--- src/rtl/core/svr_ram.sv ---
// Generic single-write, single-read RAM with registered read data.
// Depends on nothing; used for the coefficient and delay stores.
module svr_ram #(
  parameter int unsigned WIDTH = 16,
  parameter int unsigned DEPTH = 80
) (
  input  logic                     clk_i,
  input  logic                     we_i,
  input  logic [$clog2(DEPTH)-1:0] waddr_i,
  input  logic [WIDTH-1:0]         wdata_i,
  input  logic [$clog2(DEPTH)-1:0] raddr_i,
  output logic [WIDTH-1:0]         rdata_o
);

  logic [WIDTH-1:0] mem_q [DEPTH];
  logic [WIDTH-1:0] rdata_q;

  always_ff @(posedge clk_i) begin
    if (we_i) begin
      mem_q[waddr_i] <= wdata_i;
    end
    rdata_q <= mem_q[raddr_i];
  end

  assign rdata_o = rdata_q;

endmodule

--- config.mk ---
export PLATFORM = sky130hd
export DESIGN_NAME = svr_ram
export DESIGN_NICKNAME = d
export VERILOG_FILES = /design/src/rtl/core/svr_ram.sv
export SDC_FILE = /design/constraint.sdc
export NUM_CORES = 1
export LEC_CHECK = 0
export ABC_AREA = 1
export BUFFER_PORTS_ARGS = -buffer_cell sky130_fd_sc_hd__buf_2
export CAP_MARGIN = 15
export CORE_MARGIN = 10
export CORE_UTILIZATION = 50
export DETAILED_ROUTE_END_ITERATION = 10
export HOLD_SLACK_MARGIN = 0.02
export PLACE_DENSITY_LB_ADDON = 0.05
export SLEW_MARGIN = 20
export SYNTH_ARGS = -nofsm -noshare
export SYNTH_HDL_FRONTEND = slang
export SYNTH_SLANG_ARGS = --single-unit
--- constraint.sdc ---
create_clock -name clk_i -period 2.6 [get_ports clk_i]
set_input_delay 0.26 -clock clk_i [delete_from_list [all_inputs] [get_ports clk_i]]
set_output_delay 0.26 -clock clk_i [all_outputs]
set_load 0.01 [all_outputs]
==> Word level (Yosys, flattened, before mapping) <==
Memories as Yosys holds them, arrays and structs flattened. A register that Yosys moved wholly into a read port is not among the register bits.
Index checks and enable logic that the tools add are counted.
{ "word_totals": {"word_cells": 3, "memories": 1, "input_bits": 32, "out_inout_bits": 16, "mem_bits_rw": 1280, "register_bits": 0} }
{ "memory_table": {"columns": ["memory", "words", "word_bits", "read_ports", "rd_clocked_by_memory_dff", "write_ports", "line_no", "rtl"], "rows": [
  ["mem_q", 80, 16, 1, 1, 1, "15", "logic [WIDTH-1:0] mem_q [DEPTH];"]
]} }
{ "op_classes": {"mux": 2} }
{ "op_table": {"columns": ["op", "n"], "rows": [
  ["$mux W1", 2]
]} }

==> Longest topological paths before layout <==
{ "depth": {"word_depth": 2, "mapped_depth": 14, "ltp_nobuf": 11} }

==> Least setup slack after synthesis <==
Ideal clock, no wire load.
{ "synth_path": {"path_kind": "in2reg", "start": "in we_i", "end": "mem mem_q[43][0] (enable)", "arrival_time_ps": 1515, "path_slack_ps": 697, "path_buffers": 1, "stages": 3, "path_cell_list": "clkbuf_1 > nand3_1 > nor2_1"} }
{ "synth_between": {"elab_chain_cells": 2} }
{ "synth_rtl": {"columns": ["item", "line_no", "rtl"], "rows": [
  ["from (decl)", "8", "input logic we_i,"],
  ["$mux W1", "19", "if (we_i) begin"],
  ["$mux W1 (implied by the code)", "20", "mem_q[waddr_i] <= wdata_i;"],
  ["to (decl)", "15", null]
]} }
No other way between the ends.

==> Worst setup path in the final report <==
{ "layout_path": {"start": "reg rdata_q[11], in the netlist rdata_o[11] (read register of mem_q)", "end": "out rdata_o[11]"} }
{ "layout_rtl": {"columns": ["item", "line_no", "rtl"], "rows": [
  ["from (decl)", "16", "logic [WIDTH-1:0] rdata_q;"],
  ["to (decl)", "12", "output logic [WIDTH-1:0] rdata_o"]
]} }
No word-level cell between the ends.

==> flow_summary.yaml <==
cells_and_area:
  stdcell_area_um2: 59500
  syn_to_final_growth_pct: 14.6
  fin_cells: 5878
  drive_gt1_frac: 0.109
  nets: 4417
place:
  io_buffers: 47
  place_inst: 5614
  dpl.hpwl_um: 87700
  place_congestion: 0.850
  placed_cell_area_um2: 54900
yosys:
  synth_seq_cells: 1296
  avgSynthCellArea_um2: 12.2
  synth_seq_area_share: 0.747
  syn_nets: 4272
  syn_inst: 4240
  synth_cell_types: 18
  yosys_warnings: 0
  syn_area_um2: 51900
min_path:
  hold_path_class: "in2reg"
  min_path_cells: 1
  min_from: "wdata_i[12]"
  hold_end: "mem_q[2][12]"
detailed_routing:
  drc: 0
  route.met2.wl_um: 68100
  final_antenna_net_count: 0
  drt_iter0_markers: 3435
  wirelength_um: 150000
  dr.pass1.iters: 6
  route.met3.wl_um: 12100
  highest-signal-layer: "met5"
  vias: 33992
  m1WireLength_um: 65400
  post_drt_wl_per_cell_um: 25.5
  vias_per_cell: 5.78
clock_tree:
  cts_hold_buffers: 10
  post_cts_resized: 0
  htree_levels: 4
  cts_buffers: 139
  clk_pin_slew_ns: 0.06
  post_cts_buffers: 0
  clock-sinks: 1296
  cts_tree: "built"
  clock_latency_ns: 0.74
  clk_path_buf_depth: 3
  cts_root_buf: "clkbuf_16"
die:
  core_area_um2: 103000
  die_w_um: 342
  rows: 118
  num_io_pins: 48
  dieArea_um2: 117000
  die_height_um: 342
  initial_core_util: 0.503
power_and_ir_drop:
  power_switching_uw: 10200
  power.leakage_uw: 0.0209
  p_comb_frac: 0.064
  p_seq_frac: 0.510
  clock_power_share: 0.425
  p_int_uw: 35100
  vdd_drop_max_mv: 0.604
  p_per_area_nw_per_um2: 762
  switching_share: 0.224
  finalPower_uw: 45300
worst_setup_path:
  slowest_stage: "dfxtp_1"
  crit_path_max_fanout: 2
  required_ns: 2.34
  r2r_setup_slack_ns: 0.84
  end_kind: "primary output"
  ff2ff_path_depth: 10
  reg2reg_to: "rdata_o[0]"
  max_stage_delay_ns: 0.56
  timing.rr.start: "mem_q[39][0]"
  path_cells: "buf_2"
  cpLargestDelayFamily: "flip-flops"
  path_class: "reg2out"
  crit_buf_inv: 1
  arrival_ns: 1.51
  startpoint_type: "register"
sta:
  slew_violations: 0
  hold_viol: 0
  worst_pin_slew_ns: 1.06
  min_period_ns: 1.77
  rsz0062_at_grt: "no"
  setup-violations-final: 0
  min_period_over_period: 0.682
  fin_tns_setup_ns: 0
  relSlewSlack: 0.296
  skew_ns: 0.0191
  max_freq_mhz: 564
global_routing:
  grt_max_degree: 81
  grt_usage: 0.253
  gr-total-overflow: 0
  grt_pass1_vias: 31690
  grt_pass1_wl_um: 219000
  antenna_found_initial: 7
flow_run:
  drv_cap: 0
outcome:
  outcome: "complete, no violations"
metal layers:
layer | GRT usage | up-vias
met4 | 0.0805 | 6
met5 | 0 | -
met3 | 0.0466 | 215
met1 | 0.369 | 16952
li1 | - | 15460
met2 | 0.385 | 1359
layout by cell type (no fill, tap or decap):
cell type         n
inv_8             2
bufinv_16         8
inv_1            17
o21ai_1          23
o221ai_1         26
nor2_1          188
o21ai_0         131
clkinvlp_4        3
buf_8             2
nand2_1        1250
dfxtp_1          16
clkbuf_8          6
buf_12           59
clkinv_1         24
clkbuf_16       147
inv_16            1
nor3_1            8
buf_2            27
nand3_1         956
buf_4           183
nor2_2           25
edfxtp_1       1280
inv_6             5
diode_2           1
clkinv_8          2
dlygate4sd3_1    10
clkbuf_1         38
buf_6             1
o22ai_1          38
clkinv_2         21
registers in the layout (all words and copies together), names as in the netlist:
name     cells
mem_q     1280
rdata_o     16
cells by family (layout without fill, tap and decap cells):
family	count (synthesis)	after routing	synth area share
other	0	1	0
and+or+nand+nor	2427	2427	0.199
buffers and inverters	299	556	0.0302
DFF	1296	1296	0.747
AOI/OAI and AO/OA	218	218	0.0238
through the flow:
step / hold WS, ns / setup WS (ns) / util
6_report: 0.0426 / 0.827 / 0.576
3_3_place_gp: 0.660 / 0.112 / 0.532
4_1_cts: 0.0246 / 0.756 / 0.576
5_1_grt: 0.0488 / 0.715 / 0.576
3_5_place_dp: 0.664 / 0.125 / 0.532
2_1_floorplan: 0.359 / 0.697 / -
synthesized netlist by cell type (all sizes together):
library cell  number  share of area
o221ai            26         0.0044
nor2             213          0.015
nand3            956          0.092
edfxtp          1280           0.74
o22ai             38         0.0046
clkbuf            61         0.0044
buf              217          0.024
o21ai            154          0.015
nand2           1250          0.090
nor3               8        0.00077
dfxtp             16         0.0062
inv               21         0.0016
cell type report:
type | count | area, um^2
Tap cell | 1380 | 1730
Timing Repair Buffer | 282 | 2830
Sequential cell | 1296 | 38800
Clock buffer | 191 | 3900
Clock inverter | 62 | 532
Fill cell | 8421 | 43700
Inverter | 21 | 109
Multi-Input combinational cell | 2645 | 11600
Antenna cell | 1 | 2.50
worst max-delay path by stage:
stage / end / cells after the start / start / slack (ns)
finish: rdata_o[11] / 1 / rdata_o[11] / 0.83
global route: rdata_o[0] / 10 / mem_q[22][0] / 0.72
CTS: rdata_o[8] / 1 / rdata_o[8] / 0.76
detailed placement: rdata_o[11] / 13 / raddr_i[1] / 0.12
global placement: rdata_o[11] / 13 / raddr_i[1] / 0.11
floorplan: mem_q[43][0] / 3 / we_i / 0.70
power groups by stage:
stage	clock, uW	combinational [uW]	sequential (uW)
3_3_place_gp	0	2880	23600
4_1_cts	19500	2910	23100
3_5_place_dp	0	2890	23600
5_1_grt	20400	3150	23100
2_1_floorplan	0	1430	23500
6_report	19300	2910	23100
Power figures use the tool's default switching activity.
