[config.mk]
export PLATFORM = sky130hd
export DESIGN_NAME = svr_dp
export DESIGN_NICKNAME = d
export VERILOG_FILES = /design/src/rtl/core/svr_pkg.sv /design/src/rtl/core/svr_dp.sv
export SDC_FILE = /design/constraint.sdc
export NUM_CORES = 2
export LEC_CHECK = 0
export ABC_AREA = 1
export BUFFER_PORTS_ARGS = -buffer_cell sky130_fd_sc_hd__buf_2
export CAP_MARGIN = 20
export CORE_ASPECT_RATIO = 1.4
export CORE_MARGIN = 2
export CORE_UTILIZATION = 55
export DETAILED_ROUTE_END_ITERATION = 16
export GPL_TIMING_DRIVEN = 0
export PLACE_DENSITY_LB_ADDON = 0.1
export SYNTH_ARGS = -nofsm -noshare
export SYNTH_HDL_FRONTEND = slang
export SYNTH_SLANG_ARGS = --single-unit
[constraint.sdc]
create_clock -name clk_i -period 13.2 [get_ports clk_i]
set_input_delay 2.64 -clock clk_i [delete_from_list [all_inputs] [get_ports clk_i]]
set_output_delay 2.64 -clock clk_i [all_outputs]
set_load 0.02 [all_outputs]
[src/rtl/core/svr_pkg.sv]
// Shared types, constants and helpers for the stereo vocal removal biquad block.
// No dependencies; used by svr_dp, svr_ctrl, svr_chk and the top level by scoped names.
package svr_pkg;

  localparam int unsigned SmpW       = 16;
  localparam int unsigned CoefW      = 16;
  localparam int unsigned DlyW       = 32;
  localparam int unsigned ProdW      = DlyW + CoefW;
  localparam int unsigned SumW       = DlyW + 2;
  localparam int unsigned GainW      = 8;
  localparam int unsigned ScaleW     = SumW + GainW + 1;
  localparam int unsigned QShift     = 15;
  localparam int unsigned CoefPerSec = 5;
  localparam int unsigned DlyPerSec  = 2;
  localparam int unsigned SecW       = 3;
  localparam int unsigned SlotW      = 3;
  localparam int unsigned SecCmpW    = SecW + 2;

  localparam logic [GainW-1:0] GainRst = 8'd10;

  localparam logic MODE_SAMPLE = 1'b0;
  localparam logic MODE_COEF   = 1'b1;

  localparam logic BANK_LP = 1'b0;
  localparam logic BANK_HP = 1'b1;

  localparam logic [SlotW-1:0] SLOT_B0 = 3'd0;
  localparam logic [SlotW-1:0] SLOT_B1 = 3'd1;
  localparam logic [SlotW-1:0] SLOT_B2 = 3'd2;
  localparam logic [SlotW-1:0] SLOT_A1 = 3'd3;
  localparam logic [SlotW-1:0] SLOT_A2 = 3'd4;

  typedef enum logic [1:0] {
    ST_IDLE,
    ST_RUN,
    ST_FIN,
    ST_OUT
  } state_e;

  typedef enum logic [1:0] {
    PH_LP_L,
    PH_LP_R,
    PH_HP_L,
    PH_HP_R
  } phase_e;

  // one biquad section pass, one channel
  typedef enum logic [2:0] {
    STP_LD,
    STP_A1,
    STP_A2,
    STP_W,
    STP_B1,
    STP_B2,
    STP_Y
  } step_e;

  typedef enum logic [1:0] {
    OPD_RAM,
    OPD_D0,
    OPD_D1,
    OPD_W
  } opd_e;

  typedef enum logic [2:0] {
    ACC_HOLD,
    ACC_XSUB,
    ACC_SUB,
    ACC_SET,
    ACC_ADD
  } acc_e;

  typedef struct packed {
    opd_e   opd_sel;
    acc_e   acc_op;
    logic   cap_d0;
    logic   cap_d1;
    logic   cap_w;
    logic   ld_in;
    logic   sec_end;
    logic   last_sec;
    logic   fin;
    logic   wr_d1;
    phase_e phase;
  } dp_ctrl_t;

  function automatic logic signed [SmpW-1:0] sat16(input logic signed [ScaleW-1:0] v);
    logic signed [ScaleW-1:0] hi;
    logic signed [ScaleW-1:0] lo;
    logic signed [SmpW-1:0]   r;
    hi = {{(ScaleW-SmpW+1){1'b0}}, {(SmpW-1){1'b1}}};
    lo = {{(ScaleW-SmpW+1){1'b1}}, {(SmpW-1){1'b0}}};
    if (v > hi) begin
      r = hi[SmpW-1:0];
    end else if (v < lo) begin
      r = lo[SmpW-1:0];
    end else begin
      r = v[SmpW-1:0];
    end
    return r;
  endfunction

endpackage

[src/rtl/core/svr_dp.sv]
// Datapath: shared 32x16 multiplier with Q15 shift and accumulator, section
// operand registers, cascade results, final mix, gain and saturation. Uses svr_pkg.
module svr_dp (
  input  logic                                clk_i,
  input  svr_pkg::dp_ctrl_t                   ctrl_i,
  input  logic signed [svr_pkg::CoefW-1:0]    coef_i,
  input  logic signed [svr_pkg::DlyW-1:0]     dly_i,
  input  logic signed [svr_pkg::SmpW-1:0]     left_i,
  input  logic signed [svr_pkg::SmpW-1:0]     right_i,
  input  logic        [svr_pkg::GainW-1:0]    gain_i,
  output logic        [svr_pkg::DlyW-1:0]     dly_wdata_o,
  output logic signed [svr_pkg::SmpW-1:0]     left_o,
  output logic signed [svr_pkg::SmpW-1:0]     right_o
);

  localparam int unsigned DlyW = svr_pkg::DlyW;
  localparam int unsigned SumW = svr_pkg::SumW;

  logic signed [DlyW-1:0]           opd;
  logic signed [svr_pkg::ProdW-1:0] prod_d, prod_q;
  logic signed [DlyW-1:0]           pq;
  logic signed [DlyW-1:0]           acc_d, acc_q;
  logic signed [DlyW-1:0]           y;
  logic signed [DlyW-1:0]           d0_q, d1_q, w_q;
  logic signed [DlyW-1:0]           x_q, smp_r_q;
  logic signed [DlyW-1:0]           lp_l_q, lp_r_q, hp_l_q, hp_r_q;
  logic signed [SumW-1:0]           sum_l_q, sum_r_q;
  logic signed [svr_pkg::ScaleW-1:0] scl_l, scl_r;
  logic signed [svr_pkg::GainW:0]    gain_s;

  always_comb begin
    unique case (ctrl_i.opd_sel)
      svr_pkg::OPD_RAM: opd = dly_i;
      svr_pkg::OPD_D0:  opd = d0_q;
      svr_pkg::OPD_D1:  opd = d1_q;
      svr_pkg::OPD_W:   opd = w_q;
    endcase
  end

  assign prod_d = coef_i * opd;
  // floor shift by 15, wrapped to 32 bits
  assign pq = $signed(prod_q[svr_pkg::QShift+DlyW-1:svr_pkg::QShift]);
  assign y  = acc_q + pq;

  always_comb begin
    unique case (ctrl_i.acc_op)
      svr_pkg::ACC_XSUB: acc_d = x_q - pq;
      svr_pkg::ACC_SUB:  acc_d = acc_q - pq;
      svr_pkg::ACC_SET:  acc_d = pq;
      svr_pkg::ACC_ADD:  acc_d = acc_q + pq;
      default:           acc_d = acc_q;
    endcase
  end

  always_ff @(posedge clk_i) begin
    prod_q <= prod_d;
    acc_q  <= acc_d;
    if (ctrl_i.cap_d0) begin
      d0_q <= dly_i;
    end
    if (ctrl_i.cap_d1) begin
      d1_q <= dly_i;
    end
    if (ctrl_i.cap_w) begin
      w_q <= acc_q;
    end
    if (ctrl_i.ld_in) begin
      x_q     <= DlyW'(left_i);
      smp_r_q <= DlyW'(right_i);
    end else if (ctrl_i.sec_end) begin
      if (ctrl_i.last_sec) begin
        unique case (ctrl_i.phase)
          svr_pkg::PH_LP_L: begin
            lp_l_q <= y;
            x_q    <= smp_r_q;
          end
          svr_pkg::PH_LP_R: begin
            lp_r_q <= y;
            x_q    <= lp_l_q;
          end
          svr_pkg::PH_HP_L: begin
            hp_l_q <= y;
            x_q    <= lp_r_q;
          end
          svr_pkg::PH_HP_R: begin
            hp_r_q <= y;
          end
        endcase
      end else begin
        x_q <= y;
      end
    end
    if (ctrl_i.fin) begin
      sum_l_q <= SumW'(hp_l_q) - SumW'(hp_r_q) + SumW'(lp_l_q);
      sum_r_q <= SumW'(hp_r_q) - SumW'(hp_l_q) + SumW'(lp_r_q);
    end
  end

  assign gain_s = $signed({1'b0, gain_i});
  assign scl_l  = sum_l_q * gain_s;
  assign scl_r  = sum_r_q * gain_s;

  assign left_o      = svr_pkg::sat16(scl_l);
  assign right_o     = svr_pkg::sat16(scl_r);
  assign dly_wdata_o = ctrl_i.wr_d1 ? d0_q : acc_q;

endmodule

Word-level counts from Yosys, hierarchy flattened
Cells that the tools add are included.
Word-level totals
  bits in registers: 419
  output and inout bits: 64
Cells by class
  add/sub/neg operators: 7
  multiply operators: 3
  $lt $le $gt $ge: 4
  eq/ne operators: 11
  multiplexer cells: 11
  bitwise operators: 1
  reduce and logical (&&, ||, !) cells: 9
Operators with widths (number)
  32-bit case mux with 4 select lines: 2
  32-bit 2-to-1 mux: 4
  32-bit case mux with 3 select lines: 1
  43-bit by 16-bit greater-than comparator with 1-bit output (second input constant): 2
  43-bit by 16-bit less-than comparator with 1-bit output (second input constant): 2
  34-bit by 9-bit multiplier with 43-bit output: 2
  33-bit by 32-bit adder with 34-bit output: 2
  32-bit by 32-bit subtractor with 33-bit output: 2
  16-bit 2-to-1 mux: 4
  32-bit subtractor: 2
  16-bit by 32-bit multiplier with 47-bit output: 1
  32-bit adder: 1
  4-bit AND reduction: 4
  2-bit equality test (second input constant): 4
  3-bit by 2-bit equality test with 1-bit output (second input constant): 2
  5-bit by 1-bit inequality test with 1-bit output (second input constant): 1
  2-bit by 1-bit equality test with 1-bit output (second input constant): 2
  2-bit zero test: 2
  4-bit nonzero test: 1
  3-bit by 1-bit equality test with 1-bit output (second input constant): 1
  3-bit equality test (second input constant): 1
  2-bit AND reduction: 1
  2-bit nonzero test: 1
  1-bit NOT: 1

Longest topological paths before layout
  depth in word-level cells: 5
  gate-level depth with buffers: 34
  mapped depth without buffers: 32

Worst setup path after synthesis
OpenSTA, ideal clock, no wires.
  path kind: input -> output
  start: input gain_i[5] in the netlist's numbering
  end: output right_o[14] in the netlist's numbering
  arrival time: 7555 ps
  path slack: 3005 ps
  cell stages on the path: 28
  path through: clkbuf_1 -> clkbuf_1 -> clkbuf_1 -> nand2_1 -> fa_1 -> inv_1 -> fa_1 -> fa_1 -> inv_1 -> fa_1 -> inv_1 -> ha_1 -> nand2_2 -> nor2_2 -> nand2_1 -> nor2_1 -> nand2_1 -> nand3_2 -> xor2_1 -> nand2_1 -> nor2_1 -> nand2_1 -> nor2_1 -> nand3_1 -> nand2_2 -> buf_6 -> nand2_1 -> nand2_1
Between the ends
  word-level cells in the longest chain between the ends: 4
  elaborated cells on any way between the ends: 5
  classes of those cells: mul (1); order compare (2); mux (2)
Ends and longest elaborated chain
  from (decl): RTL line svr_dp.sv:10  | input logic [svr_pkg::GainW-1:0] gain_i,
  34-bit by 9-bit multiplier with 43-bit output *: RTL line svr_dp.sv:101  | assign scl_r = sum_r_q * gain_s;
  43-bit by 16-bit less-than comparator with 1-bit output: RTL line svr_pkg.sv:95  | end else if (v < lo) begin
  16-bit 2-to-1 mux: RTL line svr_pkg.sv:95
  16-bit 2-to-1 mux *: RTL line svr_pkg.sv:93  | if (v > hi) begin
  to (decl): RTL line svr_dp.sv:13  | output logic signed [svr_pkg::SmpW-1:0] right_o
Mark *: on every way between the ends. The rest lies on a longest branch, timed or not.

Worst setup path after layout
  start: input gain_i[0] in the netlist's numbering
  end: output left_o[13] in the netlist's numbering
Between the ends
  word-level cells in the longest chain between the ends: 4
  elaborated cells on any way between the ends: 5
  classes of those cells: mul (1); order compare (2); mux (2)
Ends and longest elaborated chain
  34-bit by 9-bit multiplier with 43-bit output *: RTL line svr_dp.sv:100  | assign scl_l = sum_l_q * gain_s;
  43-bit by 16-bit less-than comparator with 1-bit output: RTL line svr_pkg.sv:95
  16-bit 2-to-1 mux: RTL line svr_pkg.sv:95
  16-bit 2-to-1 mux *: RTL line svr_pkg.sv:93
  to (decl): RTL line svr_dp.sv:12  | output logic signed [svr_pkg::SmpW-1:0] left_o,
Marked as above.

==> results by group <==
Critical path
  • Crit. End Element: output pin
  • FF-to-FF End: prod_q[44]
  • CP max stage cell: clkbuf_1
  • Crit path DAT: 10.15 ns
  • CP required: 10.56 ns
  • Largest stage delay, worst path: 0.95 ns
  • FF-to-FF path depth: 24
  • Crit path top cell by count: nand2_1
  • Setup CP Type: in2out
  • Worst Path Max Fanout: 10
  • CP Launch Type: input pin
  • R2R Setup Slk: 5.48 ns
  • R2R Path Start: d0_q[16]

Die
  • Boundary Pins: 168
  • Initial Util: 55.46%
  • Die height: 406.2 um
  • Die width: 291.3 um
  • Row cnt: 147
  • Core area: 114600 um2
  • Die area: 118300 um2

STA
  • Final worst path period share: 96.91%
  • Final min period: 12.79 ns
  • Final Setup Violations: 0
  • Final Slew Violations: 0
  • RSZ-0062 raised after global routing: false
  • Worst Skew: 0.02944 ns
  • Slew HR: 16.83%
  • Fmax: 78.18 MHz
  • Fin. Hold Viols: 0
  • Worst-margin pin slew: 1.247 ns
  • Setup TNS: 0 ns

CTS
  • CTS root buffer: clkbuf_16
  • H-Tree Level Count: 2
  • Total CTS buffers: 40
  • CTS Sinks: 404
  • CTS tree: done
  • Post-CTS Setup Bufs: 0
  • Max clock buf depth: 3
  • Post-CTS Hold Fix Bufs: 0
  • Clock slew at reported path FFs: 0.06 ns
  • Resize count post-CTS: 0
  • Worst-Skew Late Latency: 0.60 ns

Global routing
  • Initial antenna violation count: 4
  • Vias in the first global route: 56361
  • Total GRT Usage: 36.60%
  • Grt total ovfl: 0
  • Largest net degree at the start of global routing: 46
  • First-pass GRT wire length: 323700 um

Finish
  • NumNets Final: 9800
  • Antenna cells: 0
  • Synth-to-layout area growth: 6.729%
  • Fraction of layout cells with a size suffix above 1: 5.187%
  • Commonest non-fill, non-tap cell in the layout: inv_1
  • Most frequent cells in the layout: 2148 x inv_1, 1946 x nand2_1, 965 x fa_1, 567 x nor2_1, 415 x ha_1

Worst hold path
  • Hold_sp: acc_q[6]
  • Worst Hold Path Cells: 0
  • Hold EP: w_q[6]
  • Hold Path Class: reg2reg

Yosys
  • Synth Warn #: 0
  • Mapped Area: 63550 um2
  • Synth Area per Inst: 7.841 um2
  • Synth Flop Type: edfxtp_1
  • Register area share after synthesis: 18.59%
  • Mapped Cells: 8105
  • Synthesized flop and latch total: 404
  • Ys async rst share: 0%
  • Post-synth net total: 9589
  • Yosys cell types: 61
  • Post-synth EDFFs: 372

Drt
  • Detailed Routing Iterations Pass 1: 6
  • Drt drc: 0
  • Vias after detailed routing: 53403
  • Wirelength per Cell: 21.69 um
  • Detail Route Antenna Nets: 0
  • Total Wirelength: 213400 um
  • Iteration-0 DRC Markers: 3717
  • Avg Vias per Cell: 5.428

Place
  • Final HPWL DP: 183700 um
  • IO Port Bufs: 147
  • Placer Congestion: 0.9862

Run
  • Max Cap Viol: 0

Outcome
  • Status: finished, final reports clean
-- stage by stage --
stage / util (%) / setup WS, ns / cell area, um2 / hold slack, ns / std cells
final: 59.19 / 0.4083 / 67830 / 0.4956 / 9838
after CTS: 59.18 / 0.5299 / 67820 / 0.4977 / 9837
after floorplan: - / 3.005 / 63550 / 0.4543 / 8105
after global routing: 59.19 / 0.3726 / 67830 / 0.5260 / 9838
after detailed placement: 58.05 / 0.5403 / 66520 / 0.4824 / 9763
after global placement: 57.73 / 0.5942 / 66150 / 0.4776 / 9742
-- worst max path at each step --
stage,start,end,slack [ns],depth (start not counted)
6_report,gain_i[0],left_o[13],0.41,29
5_1_grt,gain_i[0],left_o[13],0.37,29
4_1_cts,gain_i[0],left_o[13],0.53,29
3_5_place_dp,gain_i[0],left_o[13],0.54,29
3_3_place_gp,gain_i[0],left_o[13],0.59,31
2_1_floorplan,gain_i[5],right_o[14],3.00,28
-- synth_stat cells (15+ instances only) --
master / instances / area share (%)
dfxtp_1: 32 / 1.0
a31oi_1: 16 / 0.16
inv_2: 22 / 0.13
xor2_1: 108 / 1.5
edfxtp_1: 372 / 18
o21ai_0: 224 / 1.8
o21bai_1: 30 / 0.35
o211ai_1: 38 / 0.45
buf_1: 17 / 0.10
fa_1: 965 / 30
a221oi_1: 37 / 0.51
clkbuf_1: 159 / 0.94
a21o_1: 21 / 0.25
ha_1: 415 / 8.2
or2_2: 18 / 0.18
nand3_1: 155 / 1.2
o21ai_1: 26 / 0.20
xnor2_1: 66 / 0.91
nand4_1: 66 / 0.65
o221ai_1: 25 / 0.34
nor3_1: 42 / 0.33
o22ai_1: 17 / 0.17
clkbuf_2: 66 / 0.52
nand3b_1: 15 / 0.18
o21a_1: 15 / 0.18
a21oi_1: 325 / 2.6
nand2_2: 37 / 0.36
nor2_1: 571 / 3.4
nor2_2: 20 / 0.20
nand2_1: 1946 / 11
inv_1: 2148 / 13
-- final cells by class --
type / instances / area [um2]
Inverter: 2181 / 8187
Timing Repair Buffer: 169 / 1059
Clock inverter: 23 / 241.5
Sequential cell: 404 / 11810
Fill cell: 10858 / 46760
Clock buffer: 51 / 1052
Multi-Input combinational cell: 5273 / 42570
Buffer: 247 / 1046
Tap cell: 1490 / 1864
-- flip-flops by register name, summed over array words and instances, names as in the netlist --
signal,cells
acc_q,32
d0_q,32
d1_q,32
hp_l_q,32
hp_r_q,32
lp_l_q,32
lp_r_q,32
prod_q,32
smp_r_q,16
sum_l_q,34
sum_r_q,34
w_q,32
x_q,32
-- layer usage --
layer	vias up	track usage (%)	part of all wire (%)
li1	24688	-	-
met1	26022	37.81	34
met2	1963	68.05	52
met3	728	3.730	5.1
met4	2	28.04	9.3
met5	-	0	0.0061
-- worst max-delay path: cells and delay by family --
family / cells / cell delay, ns
adders and majority gates: 5 / 2.59
and+or+nand+nor: 15 / 2.44
buffers and inverters: 9 / 2.48
-- kinds of logic (layout without fill, tap and decap cells) --
family                     after synthesis  in the layout  share of synthesized area, %
DFF                                    404            404                         18.59
AOI/OAI and AO/OA                      813            813                         7.440
adders and majority gates             1380           1380                         38.57
xor gates and xnor gates               175            175                         2.424
buffers and inverters                 2428           2671                         14.53
and+or+nand+nor                       2905           2905                         18.46
Power is left out: the tool's default activity adds up to more than one toggle a clock period on the data nets, which glitch-free logic cannot reach.
