<file path="src/rtl/core/svr_pkg.sv">
// Shared types, constants and helpers for the stereo vocal removal biquad block.
// No dependencies; used by svr_dp, svr_ctrl, svr_chk and the top level by scoped names.
package svr_pkg;

  localparam int unsigned SmpW       = 16;
  localparam int unsigned CoefW      = 16;
  localparam int unsigned DlyW       = 32;
  localparam int unsigned ProdW      = DlyW + CoefW;
  localparam int unsigned SumW       = DlyW + 2;
  localparam int unsigned GainW      = 8;
  localparam int unsigned ScaleW     = SumW + GainW + 1;
  localparam int unsigned QShift     = 15;
  localparam int unsigned CoefPerSec = 5;
  localparam int unsigned DlyPerSec  = 2;
  localparam int unsigned SecW       = 3;
  localparam int unsigned SlotW      = 3;
  localparam int unsigned SecCmpW    = SecW + 2;

  localparam logic [GainW-1:0] GainRst = 8'd10;

  localparam logic MODE_SAMPLE = 1'b0;
  localparam logic MODE_COEF   = 1'b1;

  localparam logic BANK_LP = 1'b0;
  localparam logic BANK_HP = 1'b1;

  localparam logic [SlotW-1:0] SLOT_B0 = 3'd0;
  localparam logic [SlotW-1:0] SLOT_B1 = 3'd1;
  localparam logic [SlotW-1:0] SLOT_B2 = 3'd2;
  localparam logic [SlotW-1:0] SLOT_A1 = 3'd3;
  localparam logic [SlotW-1:0] SLOT_A2 = 3'd4;

  typedef enum logic [1:0] {
    ST_IDLE,
    ST_RUN,
    ST_FIN,
    ST_OUT
  } state_e;

  typedef enum logic [1:0] {
    PH_LP_L,
    PH_LP_R,
    PH_HP_L,
    PH_HP_R
  } phase_e;

  // one biquad section pass, one channel
  typedef enum logic [2:0] {
    STP_LD,
    STP_A1,
    STP_A2,
    STP_W,
    STP_B1,
    STP_B2,
    STP_Y
  } step_e;

  typedef enum logic [1:0] {
    OPD_RAM,
    OPD_D0,
    OPD_D1,
    OPD_W
  } opd_e;

  typedef enum logic [2:0] {
    ACC_HOLD,
    ACC_XSUB,
    ACC_SUB,
    ACC_SET,
    ACC_ADD
  } acc_e;

  typedef struct packed {
    opd_e   opd_sel;
    acc_e   acc_op;
    logic   cap_d0;
    logic   cap_d1;
    logic   cap_w;
    logic   ld_in;
    logic   sec_end;
    logic   last_sec;
    logic   fin;
    logic   wr_d1;
    phase_e phase;
  } dp_ctrl_t;

  function automatic logic signed [SmpW-1:0] sat16(input logic signed [ScaleW-1:0] v);
    logic signed [ScaleW-1:0] hi;
    logic signed [ScaleW-1:0] lo;
    logic signed [SmpW-1:0]   r;
    hi = {{(ScaleW-SmpW+1){1'b0}}, {(SmpW-1){1'b1}}};
    lo = {{(ScaleW-SmpW+1){1'b1}}, {(SmpW-1){1'b0}}};
    if (v > hi) begin
      r = hi[SmpW-1:0];
    end else if (v < lo) begin
      r = lo[SmpW-1:0];
    end else begin
      r = v[SmpW-1:0];
    end
    return r;
  endfunction

endpackage

</file>
<file path="src/rtl/core/svr_ctrl.sv">
// Sequencer: walks sections, channels and cascades, drives the shared datapath
// and the coefficient and delay store addresses. Uses svr_pkg.
module svr_ctrl #(
  parameter int unsigned LOW_SECTIONS  = 8,
  parameter int unsigned HIGH_SECTIONS = 8
) (
  input  logic                                                         clk_i,
  input  logic                                                         rst_ni,
  input  logic                                                         in_valid_i,
  input  logic                                                         mode_i,
  input  logic                                                         out_free_i,
  output logic                                                         in_stall_o,
  output logic                                                         out_load_o,
  output svr_pkg::dp_ctrl_t                                            dp_ctrl_o,
  output logic [$clog2(svr_pkg::CoefPerSec*(LOW_SECTIONS+HIGH_SECTIONS))-1:0] coef_raddr_o,
  output logic [$clog2(svr_pkg::DlyPerSec*2*(LOW_SECTIONS+HIGH_SECTIONS))-1:0] dly_raddr_o,
  output logic [$clog2(svr_pkg::DlyPerSec*2*(LOW_SECTIONS+HIGH_SECTIONS))-1:0] dly_waddr_o,
  output logic                                                         dly_we_o
);

  localparam int unsigned CoefDepth = svr_pkg::CoefPerSec * (LOW_SECTIONS + HIGH_SECTIONS);
  localparam int unsigned DlyDepth  = svr_pkg::DlyPerSec * 2 * (LOW_SECTIONS + HIGH_SECTIONS);
  localparam int unsigned CAW       = $clog2(CoefDepth);
  localparam int unsigned DAW       = $clog2(DlyDepth);
  localparam int unsigned MaxSec    = (LOW_SECTIONS > HIGH_SECTIONS) ? LOW_SECTIONS
                                                                     : HIGH_SECTIONS;
  localparam int unsigned SCW       = $clog2(MaxSec + 1);
  localparam logic [CAW-1:0] HpBase = CAW'(svr_pkg::CoefPerSec * LOW_SECTIONS);

  svr_pkg::state_e state_d, state_q;
  svr_pkg::step_e  step_d, step_q;
  svr_pkg::phase_e phase_d, phase_q;
  logic [SCW-1:0]  sec_d, sec_q;
  logic [CAW-1:0]  coef_base_d, coef_base_q;
  logic [DAW-1:0]  dly_base_d, dly_base_q;
  logic            start;
  logic            last_sec;
  logic            item_end;
  logic [svr_pkg::SlotW-1:0] slot;

  assign start    = in_valid_i && (state_q == svr_pkg::ST_IDLE) &&
                    (mode_i == svr_pkg::MODE_SAMPLE);
  assign last_sec = (phase_q == svr_pkg::PH_LP_L || phase_q == svr_pkg::PH_LP_R) ?
                    (sec_q == SCW'(LOW_SECTIONS - 1)) : (sec_q == SCW'(HIGH_SECTIONS - 1));
  assign item_end = (step_q == svr_pkg::STP_Y) && last_sec && (phase_q == svr_pkg::PH_HP_R);

  // next state
  always_comb begin
    state_d = state_q;
    unique case (state_q)
      svr_pkg::ST_IDLE: if (start) state_d = svr_pkg::ST_RUN;
      svr_pkg::ST_RUN:  if (item_end) state_d = svr_pkg::ST_FIN;
      svr_pkg::ST_FIN:  state_d = svr_pkg::ST_OUT;
      svr_pkg::ST_OUT:  if (out_free_i) state_d = svr_pkg::ST_IDLE;
    endcase
  end

  // counters
  always_comb begin
    step_d      = step_q;
    phase_d     = phase_q;
    sec_d       = sec_q;
    coef_base_d = coef_base_q;
    dly_base_d  = dly_base_q;
    if (start) begin
      step_d      = svr_pkg::STP_LD;
      phase_d     = svr_pkg::PH_LP_L;
      sec_d       = '0;
      coef_base_d = '0;
      dly_base_d  = '0;
    end else if (state_q == svr_pkg::ST_RUN) begin
      unique case (step_q)
        svr_pkg::STP_LD: step_d = svr_pkg::STP_A1;
        svr_pkg::STP_A1: step_d = svr_pkg::STP_A2;
        svr_pkg::STP_A2: step_d = svr_pkg::STP_W;
        svr_pkg::STP_W:  step_d = svr_pkg::STP_B1;
        svr_pkg::STP_B1: step_d = svr_pkg::STP_B2;
        svr_pkg::STP_B2: step_d = svr_pkg::STP_Y;
        default:         step_d = svr_pkg::STP_LD;
      endcase
      if (step_q == svr_pkg::STP_Y && !item_end) begin
        dly_base_d = dly_base_q + DAW'(svr_pkg::DlyPerSec);
        if (last_sec) begin
          sec_d       = '0;
          coef_base_d = (phase_q == svr_pkg::PH_LP_L) ? '0 : HpBase;
          unique case (phase_q)
            svr_pkg::PH_LP_L: phase_d = svr_pkg::PH_LP_R;
            svr_pkg::PH_LP_R: phase_d = svr_pkg::PH_HP_L;
            svr_pkg::PH_HP_L: phase_d = svr_pkg::PH_HP_R;
            svr_pkg::PH_HP_R: phase_d = svr_pkg::PH_LP_L;
          endcase
        end else begin
          sec_d       = sec_q + SCW'(1);
          coef_base_d = coef_base_q + CAW'(svr_pkg::CoefPerSec);
        end
      end
    end
  end

  // outputs
  always_comb begin
    dp_ctrl_o          = '0;
    dp_ctrl_o.opd_sel  = svr_pkg::OPD_RAM;
    dp_ctrl_o.acc_op   = svr_pkg::ACC_HOLD;
    dp_ctrl_o.phase    = phase_q;
    dp_ctrl_o.last_sec = last_sec;
    dp_ctrl_o.ld_in    = start;
    dp_ctrl_o.fin      = (state_q == svr_pkg::ST_FIN);
    dly_we_o           = 1'b0;
    dly_waddr_o        = dly_base_q;
    slot               = svr_pkg::SLOT_B0;
    if (state_q == svr_pkg::ST_RUN) begin
      unique case (step_q)
        svr_pkg::STP_LD: begin
          slot = svr_pkg::SLOT_A1;
        end
        svr_pkg::STP_A1: begin
          slot             = svr_pkg::SLOT_A2;
          dp_ctrl_o.cap_d0 = 1'b1;
        end
        svr_pkg::STP_A2: begin
          slot             = svr_pkg::SLOT_B1;
          dp_ctrl_o.cap_d1 = 1'b1;
          dp_ctrl_o.acc_op = svr_pkg::ACC_XSUB;
        end
        svr_pkg::STP_W: begin
          slot              = svr_pkg::SLOT_B2;
          dp_ctrl_o.opd_sel = svr_pkg::OPD_D0;
          dp_ctrl_o.acc_op  = svr_pkg::ACC_SUB;
        end
        svr_pkg::STP_B1: begin
          slot              = svr_pkg::SLOT_B0;
          dp_ctrl_o.opd_sel = svr_pkg::OPD_D1;
          dp_ctrl_o.acc_op  = svr_pkg::ACC_SET;
          dp_ctrl_o.cap_w   = 1'b1;
          dly_we_o          = 1'b1;
        end
        svr_pkg::STP_B2: begin
          dp_ctrl_o.opd_sel = svr_pkg::OPD_W;
          dp_ctrl_o.acc_op  = svr_pkg::ACC_ADD;
          dp_ctrl_o.wr_d1   = 1'b1;
          dly_we_o          = 1'b1;
          dly_waddr_o       = dly_base_q + DAW'(1);
        end
        default: begin
          dp_ctrl_o.sec_end = 1'b1;
        end
      endcase
    end
  end

  assign coef_raddr_o = coef_base_q + CAW'(slot);
  assign dly_raddr_o  = dly_base_q + DAW'(step_q == svr_pkg::STP_A1);
  assign in_stall_o   = (state_q != svr_pkg::ST_IDLE);
  assign out_load_o   = (state_q == svr_pkg::ST_OUT) && out_free_i;

  always_ff @(posedge clk_i or negedge rst_ni) begin
    if (!rst_ni) begin
      state_q     <= svr_pkg::ST_IDLE;
      step_q      <= svr_pkg::STP_LD;
      phase_q     <= svr_pkg::PH_LP_L;
      sec_q       <= '0;
      coef_base_q <= '0;
      dly_base_q  <= '0;
    end else begin
      state_q     <= state_d;
      step_q      <= step_d;
      phase_q     <= phase_d;
      sec_q       <= sec_d;
      coef_base_q <= coef_base_d;
      dly_base_q  <= dly_base_d;
    end
  end

endmodule

</file>
<file path="config.mk">
export PLATFORM = sky130hd
export DESIGN_NAME = svr_ctrl
export DESIGN_NICKNAME = d
export VERILOG_FILES = /design/src/rtl/core/svr_pkg.sv /design/src/rtl/core/svr_ctrl.sv
export SDC_FILE = /design/constraint.sdc
export NUM_CORES = 1
export LEC_CHECK = 0
export ABC_CLOCK_PERIOD_IN_PS = 2100
export BUFFER_PORTS_ARGS = -buffer_cell sky130_fd_sc_hd__buf_4
export CORE_MARGIN = 10
export CORE_UTILIZATION = 33
export DETAILED_ROUTE_END_ITERATION = 8
export GPL_ROUTABILITY_DRIVEN = 0
export PLACE_DENSITY = 0.67
export SLEW_MARGIN = 5
export SYNTH_ARGS = -nofsm -noshare
export SYNTH_HDL_FRONTEND = slang
export SYNTH_SLANG_ARGS = --single-unit
</file>
<file path="constraint.sdc">
create_clock -name clk_i -period 2.1 [get_ports clk_i]
set_input_delay 0.105 -clock clk_i [delete_from_list [all_inputs] [get_ports clk_i]]
set_output_delay 0.105 -clock clk_i [all_outputs]
set_load 0.005 [all_outputs]
</file>
; ---- Yosys cells after proc, flatten, opt, wreduce, memory -nomap -nowiden
; Index checks and enable logic that the tools add are counted.
[word_totals]
regBits = 24
latchBits = 0
wordCells = 88
in_bits = 5
output_inout_bits = 37
n_memories = 0
romBits = 0
ramBits = 0
[classes]
div_mod_pow = 0
n_reduce_logical = 19
n_eq_ne = 16
shifts = 0
magnitude_cmp = 0
multipliers = 0
add_sub_neg = 6
n_bitwise = 1
mux = 40
[ops]
columns = cell, count
row1 = 6-bit 2-to-1 mux, 6
row2 = 7-bit 2-to-1 mux, 4
row3 = 3-bit case mux with 4 select lines, 2
row4 = 3-bit case mux with 6 select lines, 1
row5 = 4-bit 2-to-1 mux, 4
row6 = 2-bit case mux with 4 select lines, 2
row7 = 2-bit 2-to-1 mux, 7
row8 = 3-bit == test (second input constant), 3
row9 = 1-bit 2-to-1 mux, 9
row10 = 3-bit 2-to-1 mux, 3
row11 = 2-bit == test (second input constant), 4
row12 = 8-bit 2-to-1 mux, 1
row13 = 2-bit nonzero test, 4
row14 = 7-bit by 3-bit adder with 7-bit output, 1
row15 = 7-bit by 3-bit adder with 7-bit output (second input constant), 1
row16 = 6-bit by 1-bit adder with 6-bit output, 1
row17 = 6-bit by 1-bit adder with 6-bit output (second input constant), 1
row18 = 6-bit by 2-bit adder with 6-bit output (second input constant), 1
row19 = 3-bit by 2-bit == test with 1-bit output (second input constant), 2
row20 = 1-bit logical AND, 6
row21 = 2-bit != test (second input constant), 3
row22 = 2-bit case mux with 3 select lines, 1
row23 = 3-bit AND reduction, 2
row24 = 6-bit OR reduction, 1
row25 = 10 further kinds, 12

; ---- Logic depth before layout (Yosys ltp)
; Gate-level depths: netlist of the first run.
[logic_depth]
depth_word = 8
mapped_depth = 11
mapped_depth_nobuf = 10

; ---- Worst setup path before layout of the first run
; No wires, ideal clock.
[synth_timing]
path_kind = register to output
startpoint = register state_q[1]
endpoint = output coef_raddr_o[5] in the netlist's numbering
path_stages_with_launch = 11
arrival_ns = 2.225
setup_slack_ns = -0.230
n_path_buf = 1
t_required_ns = 1.995
cell_sequence = dfrtp_1 inv_1 ha_1 clkbuf_1 nand2b_1 nor3_1 ha_1 a21o_1 a21oi_1 nor2_1 xor2_1
[synth_via]
elab_chain_cells = 3
[synth_lines]
columns = item, line_no
row1 = "start, declared", svr_ctrl.sv:30  ; svr_pkg::state_e state_d, state_q;
row2 = "start signal, assigned", svr_ctrl.sv:159  ; state_q <= svr_pkg::ST_IDLE;
row3 = "start signal, assigned", svr_ctrl.sv:166  ; state_q <= state_d;
row4 = 2-bit by 1-bit == test with 1-bit output, svr_ctrl.sv:112  ; if (state_q == svr_pkg::ST_RUN) begin
row5 = 3-bit 2-to-1 mux, svr_ctrl.sv:112
row6 = 7-bit by 3-bit adder with 7-bit output, svr_ctrl.sv:152  ; assign coef_raddr_o = coef_base_q + CAW'(slot);
row7 = "end, declared", svr_ctrl.sv:15  ; output logic [$clog2(svr_pkg::CoefPerSec*(LOW_SECTIONS+HIGH_SECTIONS))-1:0] coef_raddr_o,
; Every way passes these cells.

; ---- Final worst setup path of the first run
[layout_timing]
startpoint = register state_q[0]
endpoint = output coef_raddr_o[6] in the netlist's numbering
; Same word-level chain as after synthesis.

==> out/results.txt, run 1 <==
antenna violations before repair - 0
reg-to-reg endpoint - state_q[1]
I/O pin total - 42
DRT Pass-1 Iters - 4
routed vias/inst - 4.73
CP Data Required Time - 2.00 ns
Post-Syn Nets - 217
clk_skew - 0.00518 ns
CTS H-Tree Depth - 1
Worst EP arrival - 2.19 ns
highest clock rate - 435 MHz
first-pass GRT wire length - 7040 microns
Die ar. - 8320 sq um
Via Count - 1496
port buffer count - 41
setup TNS - -0.497 ns
failing checks - setup timing
Crit. End Element - primary output
crit path launch - state_q[0]
area growth from synthesis to layout - 36.0%
clk_lat worst skew - 0.27 ns
RR Startpoint - sec_q[0]
CTS buffer count - 3
Setup crit end - coef_raddr_o[6]
Hold Crit Class - in -> async
CTS sink cnt - 23
R2R Setup Slk - 0.22 ns
max-slew violations - 0
Synth async-reset ratio - 1.00
post-synthesis instance total - 196
Initial Util - 0.348
status - complete, but fails checks
CP Launch Type - register
gr usage total - 0.0975
Switching Fraction - 0.220
Core Rows - 25
DP HPWL - 3170 microns
clock root buffer - clkbuf_8
Routed Antenna Nets - 0
global route overflow - 0
DRT iter0 DRCs - 96
clk slew on worst S/H paths - 0.09 ns
worst-path fanout max - 4
Final WS setup - -0.199 ns
register area share after synthesis - 0.344
Seq pwr share - 0.590
Multi-input gate area - 1040 sq um
layout net count - 271
Final period util - 1.09
clock buffer depth - 2
pwr/cell area - 330 nW/um^2
per-cell routed wire length - 12.9 microns
Syn. warnings - 0
Final Hold Viols - 0
Leakage - 1.11 nW
ANT cells - 0
drt total wl - 4080 microns
number of global-route vias before repair - 1529
clock share of power - 0.380
max_cap viols - 0
total core area - 4820 sq um
post-synth cell types - 45
DP Worst Slack - -0.00779 ns
most common cell after layout, fill and taps aside - buf_4
filler cell count - 481
commonest cells after routing, fill and taps aside - buf_4, nor2_1, dfrtp_1
type of the worst setup path - reg -> out
proportion of layout cells with a drive suffix above 1 - 0.353
RSZ-0062 raised after global routing - yes
#FFs+latches synth - 23
Post-synth EDFFs - 0
Comb pwr share - 0.030
internal power - 0.585 mW
Synth top area share - 0.344
Cell Area, Synth - 1670 sq um
reg2reg path depth - 6
top cells by area, synth - dfrtp_1, ha_1, nor2_1
worst vdd ir - 0.192 mV
Psw - 0.165 mW
DRC Markers - 0
largest net degree at the start of global routing - 24
Synth area leader - dfrtp_1
Post-Synthesis Mean Instance Area - 8.54 sq um
endpoints failing setup - 4
Seq. cell area - 578 sq um
Min Hold Slack - 0.265 ns
crit path time final - 2.30 ns
chip width - 91.2 microns
Main synth FF type - dfrtp_1
chip height - 91.2 microns
CTS tree - built
state kept, by name (all words and copies together) (netlist names):
name         count
coef_base_q      7
dly_base_q       5
phase_q          2
sec_q            4
state_q          2
step_q           3
synthesized netlist by cell type, types with 2 or more instances:
library cell  instances
xor2_1               10
clkbuf_1              7
nand4b_1              2
and3_1                3
buf_1                 2
nand3_1               9
nor2_1               25
dfrtp_1              23
nor2b_1               4
or3_1                 3
o21ai_0               6
ha_1                 15
nand2_1              13
xnor2_1               2
nand2b_1              4
inv_1                 7
nor3_1                7
o21bai_1              2
and2_1                2
a211oi_1              2
buf_4                 8
nand4_1               2
a21oi_1              15
o31ai_1               2
critical path, stage by stage (launching register included):
cell      delay [ns]
dfrtp_1         0.42
ha_4            0.18
nand2b_4        0.10
nor2_2          0.04
ha_2            0.17
fa_2            0.36
a21oi_2         0.15
nor2b_2         0.06
and3_1          0.18
xor2_1          0.14
buf_4           0.13
metrics by stage:
stage	area (sq um)	std cells	utilization	total power, mW
finish	2280	316	0.473	0.750
global route	2280	316	0.473	0.783
CTS	2250	315	0.467	0.762
detailed placement	2140	307	0.445	0.474
global placement	2140	307	0.445	0.473
floorplan	1700	196	-	0.455
layer usage:
metal / GRT usage / vias to the layer above / part of all wire
met2: 0.165 / 28 / 0.48
met4: 0.0196 / 0 / 0.0027
met3: 0.0255 / 2 / 0.050
met1: 0.122 / 697 / 0.47
li1: - / 769 / -
met5: 0 / - / 0
cell families (layout without fill, tap and decap cells):
kind of cell / after synthesis / count (layout) / share of synthesized area
other: 1 / 1 / 0.00224
AND/OR/NAND/NOR: 80 / 80 / 0.246
XOR/XNOR: 12 / 12 / 0.0628
AO/OA/AOI/OAI: 36 / 36 / 0.132
multiplexers: 2 / 2 / 0.0127
buffers and inverters: 26 / 79 / 0.0762
flip-flops: 23 / 23 / 0.344
adder cells (fa/ha/maj): 16 / 16 / 0.124
worst min path at each step:
| stage | depth (start not counted) | to | slack, ns |
|---|---|---|---|
| finish | 2 | state_q[0] | 0.26 |
| global route | 2 | state_q[0] | 0.30 |
| CTS | 2 | state_q[0] | 0.27 |
| detailed placement | 1 | sec_q[2] | 0.03 |
| global placement | 1 | sec_q[2] | 0.02 |
| floorplan | 0 | coef_base_q[0] | -0.19 |
power by group through the flow:
stage | Sequential (mW) | Combinational, mW | Clock (mW)
after floorplan | 0.451 | 0.00365 | 0
after global placement | 0.451 | 0.0218 | 0
after detailed placement | 0.451 | 0.0225 | 0
after CTS | 0.442 | 0.0239 | 0.296
after global routing | 0.443 | 0.0265 | 0.314
final | 0.442 | 0.0228 | 0.285
timing repair:
action                                 CTS  global route
setup endpoints to repair                4             5
pin swaps                                4             4
resized for setup                        7             7
hold buffers                             1             0
endpoints found under the hold margin   23             0
setup buffers                            3             1
area by class of cell:
type / instances / area share
clock inverter: 1 / 0.00220
tap: 67 / 0.0368
inverter: 9 / 0.0148
sequential: 23 / 0.254
timing repair buffer: 66 / 0.219
clock buffer: 3 / 0.0181
multi-input combinational: 147 / 0.455
(Power assumes the default switching activity.)
==> inputs of run 2 (changes only) <==
SETUP_SLACK_MARGIN = 0.3   (was not set)
==> out/results.txt, run 2 (synthesis gave the netlist of run 1 again) <==
status - complete, but fails checks
failing checks - setup timing
Final Hold Viols - 0
CTS sink cnt - 23
gr usage total - 0.103
area growth from synthesis to layout - 52.3%
reg2reg path depth - 9
highest clock rate - 438 MHz
clk slew on worst S/H paths - 0.09 ns
DRT Pass-1 Iters - 4
port buffer count - 41
max_cap viols - 0
Multi-input gate area - 1140 sq um
Initial Util - 0.348
Final WS setup - -0.185 ns
drt total wl - 4820 microns
DRC Markers - 0
Psw - 0.169 mW
CTS H-Tree Depth - 1
clock share of power - 0.386
Routed Antenna Nets - 0
Final period util - 1.09
Switching Fraction - 0.223
Seq pwr share - 0.584
commonest cells after routing, fill and taps aside - buf_4, nor2_1, dfrtp_1
crit path launch - state_q[0]
clock buffer depth - 2
per-cell routed wire length - 14.5 microns
first-pass GRT wire length - 7220 microns
Die ar. - 8320 sq um
RSZ-0062 raised after global routing - yes
Leakage - 1.20 nW
largest reg by FF count - coef_base_q
clk_lat worst skew - 0.27 ns
clk_skew - 0.00292 ns
ANT cells - 0
clock root buffer - clkbuf_8
pwr/cell area - 297 nW/um^2
Crit. End Element - primary output
reg-to-reg endpoint - sec_q[3]
endpoints failing setup - 4
worst vdd ir - 0.204 mV
number of flip-flops in the largest register - 7
Seq. cell area - 578 sq um
proportion of layout cells with a drive suffix above 1 - 0.459
layout net count - 288
Via Count - 1622
type of the worst setup path - reg -> out
R2R Setup Slk - 0.17 ns
CTS tree - built
chip width - 91.2 microns
global route overflow - 0
DRT iter0 DRCs - 71
CP Data Required Time - 2.00 ns
most common cell after layout, fill and taps aside - buf_4
number of global-route vias before repair - 1565
CP Launch Type - register
antenna violations before repair - 0
RR Startpoint - state_q[1]
routed vias/inst - 4.87
max-slew violations - 0
Worst EP arrival - 2.18 ns
Setup crit end - coef_raddr_o[6]
internal power - 0.589 mW
Min Hold Slack - 0.258 ns
total core area - 4820 sq um
crit path time final - 2.28 ns
chip height - 91.2 microns
Core Rows - 25
largest net degree at the start of global routing - 24
filler cell count - 457
I/O pin total - 42
CTS buffer count - 3
Tot Pwr - 0.758 mW
Hold Crit Class - in -> async
largest registers - coef_base_q (7), dly_base_q (5), sec_q (4)
DP HPWL - 3100 microns
worst-path fanout max - 4
Comb pwr share - 0.031
-- run 2: cell types whose count changed in the layout (fill, tap and decap cells not counted), sizes merged --
cell | previous run | this run
clkbuf | 3 | 4
buf | 65 | 82
clkinv | 2 | 0
inv | 8 | 9
-- run 2: routing by layer --
metal	track usage	wire length, microns
met3	0.0247	224
met4	0.0392	60
met5	0	0
met2	0.180	2480
met1	0.117	2060
-- run 2: final cells by class --
type | count | share of cell area
multi-input cells | 147 | 0.448
flip-flops and latches | 23 | 0.227
well taps | 67 | 0.0329
repair buffers | 83 | 0.259
inverters | 9 | 0.0152
clock buffers | 4 | 0.0177
-- run 2: timing repair --
item	in CTS	in global routing
endpoints found under the setup margin	17	18
hold buffers	1	0
resized for setup	16	27
buffers inserted	10	21
hold endpoints to repair	23	0
pin swaps	7	14
-- run 2: worst min path at each step --
stage / startpoint / to / cells after the start
4_1_cts: rst_ni / coef_base_q[6] / 2
5_1_grt: rst_ni / coef_base_q[6] / 2
6_report: rst_ni / coef_base_q[6] / 2
2_1_floorplan: rst_ni / coef_base_q[0] / 0
3_5_place_dp: rst_ni / coef_base_q[6] / 1
3_3_place_gp: rst_ni / coef_base_q[4] / 1
-- run 2: critical path, stage by stage, from the launching register on --
cell      delay [ns]
dfrtp_1         0.42
ha_4            0.18
nand2b_4        0.09
nor2_2          0.04
ha_2            0.18
fa_2            0.35
a21oi_2         0.15
nor2b_2         0.06
and3_1          0.15
xor2_1          0.15
buf_4           0.14
-- run 2: stage by stage --
stage                     instance area (sq um)  cells  setup slack [ns]  utilization  setup TNS, ns
after floorplan                            1730    196            0.0836            -              0
after global placement                     2090    297            0.0828        0.434              0
after detailed placement                   2090    297            0.0506        0.434              0
after CTS                                  2270    312            -0.197        0.472         -0.509
after global routing                       2550    333            -0.316        0.529         -0.996
final                                      2550    333            -0.185        0.529         -0.538
-- run 2: power by group through the flow --
stage	combinational [mW]	sequential (mW)	clock, mW
final	0.0232	0.442	0.292
after detailed placement	0.0224	0.451	0
after floorplan	0.00365	0.451	0
after global routing	0.0269	0.442	0.309
after global placement	0.0220	0.451	0
after CTS	0.0237	0.442	0.293
==> inputs of run 3 (changes only) <==
CELL_PAD_IN_SITES_DETAIL_PLACEMENT = 1   (was not set)
CELL_PAD_IN_SITES_GLOBAL_PLACEMENT = 1   (was not set)
PLACE_DENSITY = 0.83   (was 0.67)
SKIP_CTS_REPAIR_TIMING = 1   (was not set)
==> out/results.txt, run 3 (synthesis gave the netlist of run 1 again) <==
DP HPWL - 3720 microns
DRT iter0 DRCs - 82
Worst EP arrival - 2.31 ns
ANT cells - 0
pwr/cell area - 305 nW/um^2
Initial Util - 0.348
clk_lat worst skew - 0.28 ns
failing checks - setup timing
largest net degree at the start of global routing - 24
Final Core Density - 0.522
port buffer count - 41
clock root buffer - clkbuf_8
clock share of power - 0.390
CTS buffer count - 3
CP Launch Type - register
Via Count - 1690
Setup crit end - coef_raddr_o[6]
filler cell count - 579
Min Hold Slack - 0.262 ns
Crit. End Element - primary output
most common cell after layout, fill and taps aside - buf_4
number of flip-flops in the largest register - 7
total core area - 4820 sq um
Final Hold Viols - 0
commonest cells after routing, fill and taps aside - buf_4, nor2_1, dfrtp_1
I/O pin total - 42
Layout Cells excl Fill - 326
Routed Antenna Nets - 0
number of global-route vias before repair - 1715
per-cell routed wire length - 18.4 microns
Psw - 0.180 mW
DP Area - 2100 sq um
DP Worst Slack - 0.00368 ns
CTS sink cnt - 23
Multi-input gate area - 1150 sq um
Core Rows - 25
dpl cells - 298
DRT Pass-1 Iters - 4
largest registers - coef_base_q (7), dly_base_q (5), sec_q (4)
crit path launch - state_q[1]
Seq. cell area - 578 sq um
RSZ-0062 raised after global routing - yes
reg2reg path depth - 9
RR Startpoint - state_q[1]
worst-path fanout max - 4
post-route cell area - 2510 sq um
chip height - 91.2 microns
Final period util - 1.15
gr usage total - 0.114
chip width - 91.2 microns
max-slew violations - 0
max_cap viols - 0
drt total wl - 6010 microns
Comb pwr share - 0.032
CTS tree - built
CTS H-Tree Depth - 1
highest clock rate - 413 MHz
crit path time final - 2.42 ns
setup TNS - -0.887 ns
proportion of layout cells with a drive suffix above 1 - 0.452
area growth from synthesis to layout - 50.1%
reg-to-reg endpoint - sec_q[3]
global route overflow - 0
Switching Fraction - 0.235
CP Data Required Time - 2.00 ns
endpoints failing setup - 4
clock buffer depth - 2
clk_skew - 0.00537 ns
layout net count - 281
R2R Setup Slk - 0.10 ns
internal power - 0.586 mW
Hold Crit Class - in -> async
Tot Pwr - 0.766 mW
Leakage - 1.18 nW
Seq pwr share - 0.578
Die ar. - 8320 sq um
routed vias/inst - 5.18
DRC Markers - 0
Final WS setup - -0.319 ns
antenna violations before repair - 0
first-pass GRT wire length - 8140 microns
largest reg by FF count - coef_base_q
status - complete, but fails checks
clk slew on worst S/H paths - 0.10 ns
worst vdd ir - 0.219 mV
type of the worst setup path - reg -> out
[run 3: worst min path at each step]
stage,slack (ns),to,start
final,0.26,coef_base_q[4],rst_ni
after floorplan,-0.19,coef_base_q[0],rst_ni
after global placement,0.02,coef_base_q[4],rst_ni
after detailed placement,0.02,coef_base_q[4],rst_ni
after global routing,0.30,coef_base_q[4],rst_ni
after CTS,-0.28,coef_base_q[4],rst_ni
[run 3: cell type report]
type	instances	area share
timing repair buffer	76	0.242
sequential	23	0.230
clock buffer	3	0.0164
tap	67	0.0334
inverter	9	0.0164
multi-input combinational	147	0.460
clock inverter	1	0.00199
[run 3: critical path, stage by stage, from the launching register on]
cell	delay (ns)
dfrtp_1	0.39
inv_2	0.07
ha_4	0.17
nand2b_4	0.09
nor2_2	0.04
ha_2	0.20
fa_2	0.38
a21oi_2	0.18
nor2b_2	0.07
and3_1	0.15
xor2_1	0.16
buf_4	0.14
[run 3: per-layer routing]
layer,part of all wire,track usage,wire length [microns]
met3,0.061,0.0321,368
met2,0.51,0.195,3040
met1,0.41,0.133,2440
met5,0,0,0
met4,0.027,0.0431,161
[run 3: power groups by stage]
stage                     clock network [mW]  registers [mW]  logic [mW]
final                                  0.299           0.442      0.0243
after global routing                   0.317           0.443      0.0269
after CTS                              0.301           0.442      0.0228
after global placement                     0           0.451      0.0221
after detailed placement                   0           0.451      0.0226
after floorplan                            0           0.451     0.00365
